File: src/hw/rtl/pcsa_pkg.sv
// Shared constants, types and saturation helpers for the point stiffness assembly block.
`default_nettype none

package pcsa_pkg;

    // Block sizing
    localparam int MAX_NODES = 8;
    localparam int NODE_BITS = 20;
    localparam int FRAC_BITS = 16;

    // Fixed data widths
    localparam int DATA_W  = 32;              // Q16.16 signed values
    localparam int PARAM_W = 31;              // conductivity and volume
    localparam int SUM_W   = 48;              // potential gradient sums
    localparam int PROD_W  = 2 * DATA_W;      // full product
    localparam int WIDE_W  = PROD_W + 1;      // headroom for adds before saturation
    localparam int ACC_W   = DATA_W + 2;      // sum of up to three saturated terms
    localparam int NUM_DIMS = 3;
    localparam int DIM_W    = 2;
    localparam logic [DIM_W-1:0] LAST_DIM = DIM_W'(NUM_DIMS - 1);
    localparam logic [DIM_W-1:0] DIMS_RESET = DIM_W'(3);

    // Node counters
    localparam int IDX_W = (MAX_NODES > 1) ? $clog2(MAX_NODES) : 1;
    localparam int CNT_W = $clog2(MAX_NODES + 1);

    // Stream packing
    localparam int IN_BITS     = NODE_BITS + 4 * DATA_W + 2 * PARAM_W;
    localparam int IN_TDATA_W  = ((IN_BITS + 7) / 8) * 8;
    localparam int OUT_BITS    = 2 * NODE_BITS + 5 * DATA_W;
    localparam int OUT_TDATA_W = ((OUT_BITS + 7) / 8) * 8;

    // Saturation bounds in the wide domain
    localparam logic signed [WIDE_W-1:0] S32_HI =
        {{(WIDE_W - DATA_W + 1){1'b0}}, {(DATA_W - 1){1'b1}}};
    localparam logic signed [WIDE_W-1:0] S32_LO =
        {{(WIDE_W - DATA_W + 1){1'b1}}, {(DATA_W - 1){1'b0}}};
    localparam logic signed [WIDE_W-1:0] S48_HI =
        {{(WIDE_W - SUM_W + 1){1'b0}}, {(SUM_W - 1){1'b1}}};
    localparam logic signed [WIDE_W-1:0] S48_LO =
        {{(WIDE_W - SUM_W + 1){1'b1}}, {(SUM_W - 1){1'b0}}};

    // Multiplier results: floor-shifted product and its 32-bit saturation
    typedef struct packed {
        logic signed [DATA_W-1:0] q;
        logic signed [PROD_W-1:0] shifted;
    } mul_res_t;

    function automatic logic signed [DATA_W-1:0] sat_s32(input logic signed [WIDE_W-1:0] v);
        logic signed [DATA_W-1:0] r;
        if (v > S32_HI)
            r = {1'b0, {(DATA_W - 1){1'b1}}};
        else if (v < S32_LO)
            r = {1'b1, {(DATA_W - 1){1'b0}}};
        else
            r = v[DATA_W-1:0];
        return r;
    endfunction

    function automatic logic signed [SUM_W-1:0] sat_s48(input logic signed [WIDE_W-1:0] v);
        logic signed [SUM_W-1:0] r;
        if (v > S48_HI)
            r = {1'b0, {(SUM_W - 1){1'b1}}};
        else if (v < S48_LO)
            r = {1'b1, {(SUM_W - 1){1'b0}}};
        else
            r = v[SUM_W-1:0];
        return r;
    endfunction

endpackage

`default_nettype wire

File: src/hw/rtl/pcsa_mul.sv
// Shared registered 32x32 signed multiplier with Q16.16 floor shift and saturation.
`default_nettype none

module pcsa_mul (
    input  wire logic                                clk,
    input  wire logic                                en,
    input  wire logic signed [pcsa_pkg::DATA_W-1:0]  op_a,
    input  wire logic signed [pcsa_pkg::DATA_W-1:0]  op_b,
    output pcsa_pkg::mul_res_t                       res
);
    import pcsa_pkg::*;

    logic signed [PROD_W-1:0] prod_reg;
    logic signed [PROD_W-1:0] shifted;

    // Product register, loaded only when an operation is issued
    always_ff @(posedge clk)
    begin
        if (en)
        begin
            prod_reg <= op_a * op_b;
        end
    end

    // Arithmetic shift rounds toward minus infinity
    assign shifted     = prod_reg >>> FRAC_BITS;
    assign res.shifted = shifted;
    assign res.q       = sat_s32(WIDE_W'(shifted));

endmodule

`default_nettype wire

File: config.mk
export PLATFORM = sky130hd
export DESIGN_NAME = pcsa_mul
export DESIGN_NICKNAME = d
export VERILOG_FILES = /design/src/hw/rtl/pcsa_pkg.sv /design/src/hw/rtl/pcsa_mul.sv
export SDC_FILE = /design/constraint.sdc
export NUM_CORES = 2
export LEC_CHECK = 0
export ABC_AREA = 1
export BUFFER_PORTS_ARGS = -buffer_cell sky130_fd_sc_hd__buf_2
export CORE_MARGIN = 3
export CORE_UTILIZATION = 45
export CTS_CLUSTER_SIZE = 30
export DETAILED_ROUTE_END_ITERATION = 8
export GPL_ROUTABILITY_DRIVEN = 0
export PLACE_DENSITY = 0.63
export SLEW_MARGIN = 20
export SYNTH_ARGS = -nofsm -noshare
export SYNTH_HDL_FRONTEND = slang
export SYNTH_SLANG_ARGS = --single-unit
File: constraint.sdc
create_clock -name clk -period 10.05 [get_ports clk]
set_input_delay 2.01 -clock clk [delete_from_list [all_inputs] [get_ports clk]]
set_output_delay 2.01 -clock clk [all_outputs]
set_load 0.005 [all_outputs]
==> reports/metrics.csv <==
metric,value,unit
outcome,finished clean,
vias in the first global route,33579,
Worst path max stage delay,0.82,ns
most frequent cell after synthesis,inv_1,
arrival time worst endpoint,9.16,ns
Buf/Inv on CP,7,
synth cell count leaders,"inv_1 (1654), nand2_1 (1492), fa_1 (1081)",
drc violations,0,
placed wire-length estimate,93800,µm
Slew @ Worst Pin,0.892,ns
DRT antenna net count,0,
synthesis-to-finish area growth,5.15,%
cell taking the most area after synthesis,fa_1,
share of the synthesized area in the top cell type,53.8,%
Period minus WS final,9.12,ns
startpoint type of the worst setup path,input port,
clk sink count,48,
Placement Cell Area,0.0421,mm²
wire length of the first global-routing pass,180000,µm
Synth area leaders,"fa_1 (54%), inv_1 (15%), nand2_1 (14%), ha_1 (5.6%), edfxtp_1 (3.6%)",
fillers,8674,
PortBufs,161,
post-synthesis sequential area ratio,3.58,%
number of flip-flops in the largest register,48,
Post-CTS Setup Inserts,0,
total grt overflow,0,
CP startpoint,op_b[15],
# Max-Cap Violations,0,
Peak Freq,110,MHz
Row Count,109,
count of cell types in the netlist,34,
Clock Path Buffers,2,
Mapped Area,0.0402,mm²
"flops & latches, synth",48,
Post-CTS Hold Buffers,0,
"Core Util, Final",47.8,%
die footprint,0.0930,mm²
Multi-input gate area,0.0317,mm²
antenna violations before repair,4,
DRT Wirelength,107000,µm
Worst Path Required,10.09,ns
DRT Pass-1 Iters,7,
unrepaired setup endpoints after global routing,no,
Final Hold Viols,0,
Reg area,0.00144,mm²
Post-synth EDFFs,48,
share of cells above drive strength 1,5.37,%
IO Pins,162,
WL/cell,17.1,µm
final setup vio count,0,
via count,30559,
crit-path max FO,32,
CP Class,in2reg,
Root Buffer,clkbuf_16,
YS warnings,0,
max-slew violation count,0,
H-tree Lvls,2,
initial drt markers,1897,
CP top delay family,adder cells,
Final nets,6446,
hold endpoint,prod_reg[18]$_DFFE_PP_,
total core area,0.0885,mm²
pin count of the biggest net entering global routing,49,
Hold Crit Class,in2reg,
CTS tree,done,
Final Cell Area,0.0423,mm²
Initial Util,45.4,%
"Clk pin slew, worst setup/hold paths",0.07,ns
Slew HR,40.5,%
final period utilization,90.7,%
"FFs w/ async S/R, synth",0,%
chip width,305,µm
Avg Inst Size Synth,7.89,µm²
vias per cell,4.86,
PostCTS Resize Cnt,0,
Synthesized Nets,6428,
Die H,305,µm
Hold Path Depth,2,
total track usage,24.3,%
TritonCTS Buffers,5,
cell count after synthesis,5101,
TNS Setup,0,ns
Critical-path top delay cell,fa_1,
most frequent CP cell,fa_1,
CP Capture Type,flip-flop,
hold path start,en,
ys flop type,edfxtp_1,
==> worst max path at each step <==
| stage | cells after the start | slack, ns | to |
|---|---|---|---|
| after floorplan | 27 | 1.23 | prod_reg[61]$_DFFE_PP_ |
| after global placement | 23 | 0.77 | prod_reg[63]$_DFFE_PP_ |
| after detailed placement | 25 | 0.64 | prod_reg[56]$_DFFE_PP_ |
| after CTS | 25 | 0.95 | prod_reg[61]$_DFFE_PP_ |
| after global routing | 25 | 0.43 | prod_reg[56]$_DFFE_PP_ |
| final | 25 | 0.93 | prod_reg[61]$_DFFE_PP_ |
==> cell families after synthesis <==
family / count (synthesis) / synth area share [%]
AND/OR/NAND/NOR: 1758 / 17.1
adder cells (fa/ha/maj): 1261 / 59.4
AO/OA/AOI/OAI: 127 / 1.69
buffers and inverters: 1882 / 17.7
flip-flops: 48 / 3.58
XOR/XNOR: 25 / 0.544
==> cell usage in the layout (no fill, tap or decap), drive strengths merged, types with 5 or more instances in the layout <==
| master | n |
|---|---|
| o21bai | 10 |
| edfxtp | 48 |
| nor3 | 10 |
| inv | 1666 |
| buf | 226 |
| nor2 | 153 |
| xor2 | 24 |
| clkbuf | 5 |
| nand4 | 13 |
| or2 | 8 |
| a21oi | 74 |
| ha | 180 |
| nor4 | 11 |
| nand3 | 61 |
| nand2 | 1498 |
| o21ai | 39 |
| fa | 1081 |
==> per-stage QoR <==
step                cells  worst slack, ns  hold WS, ns
CTS                  6285            0.953         2.39
floorplan            5101             1.23         2.12
global placement     6277            0.769         2.44
global route         6285            0.434         2.41
detailed placement   6277            0.645         2.44
finish               6286            0.932         2.37
==> layout make-up <==
class	count	share of cell area (%)
Clock inverter	3	0.109
Tap cell	1165	3.45
Antenna cell	1	0.00592
Clock buffer	5	0.296
Sequential cell	48	3.41
Multi-Input combinational cell	3171	74.9
Inverter	1667	14.8
Timing Repair Buffer	226	3.06
==> routing by layer <==
layer	vias up	GRT usage, %	share of wire, %	routed length, µm
met5	-	0	0.026	28
met4	4	6.25	3.0	3230
met2	876	44.1	51	55000
met3	191	1.68	4.8	5110
li1	13975	-	-	-
met1	15513	31.5	41	43900
Power is left out: the tool's default activity adds up to more than one toggle a clock period on the data nets, which glitch-free logic cannot reach.
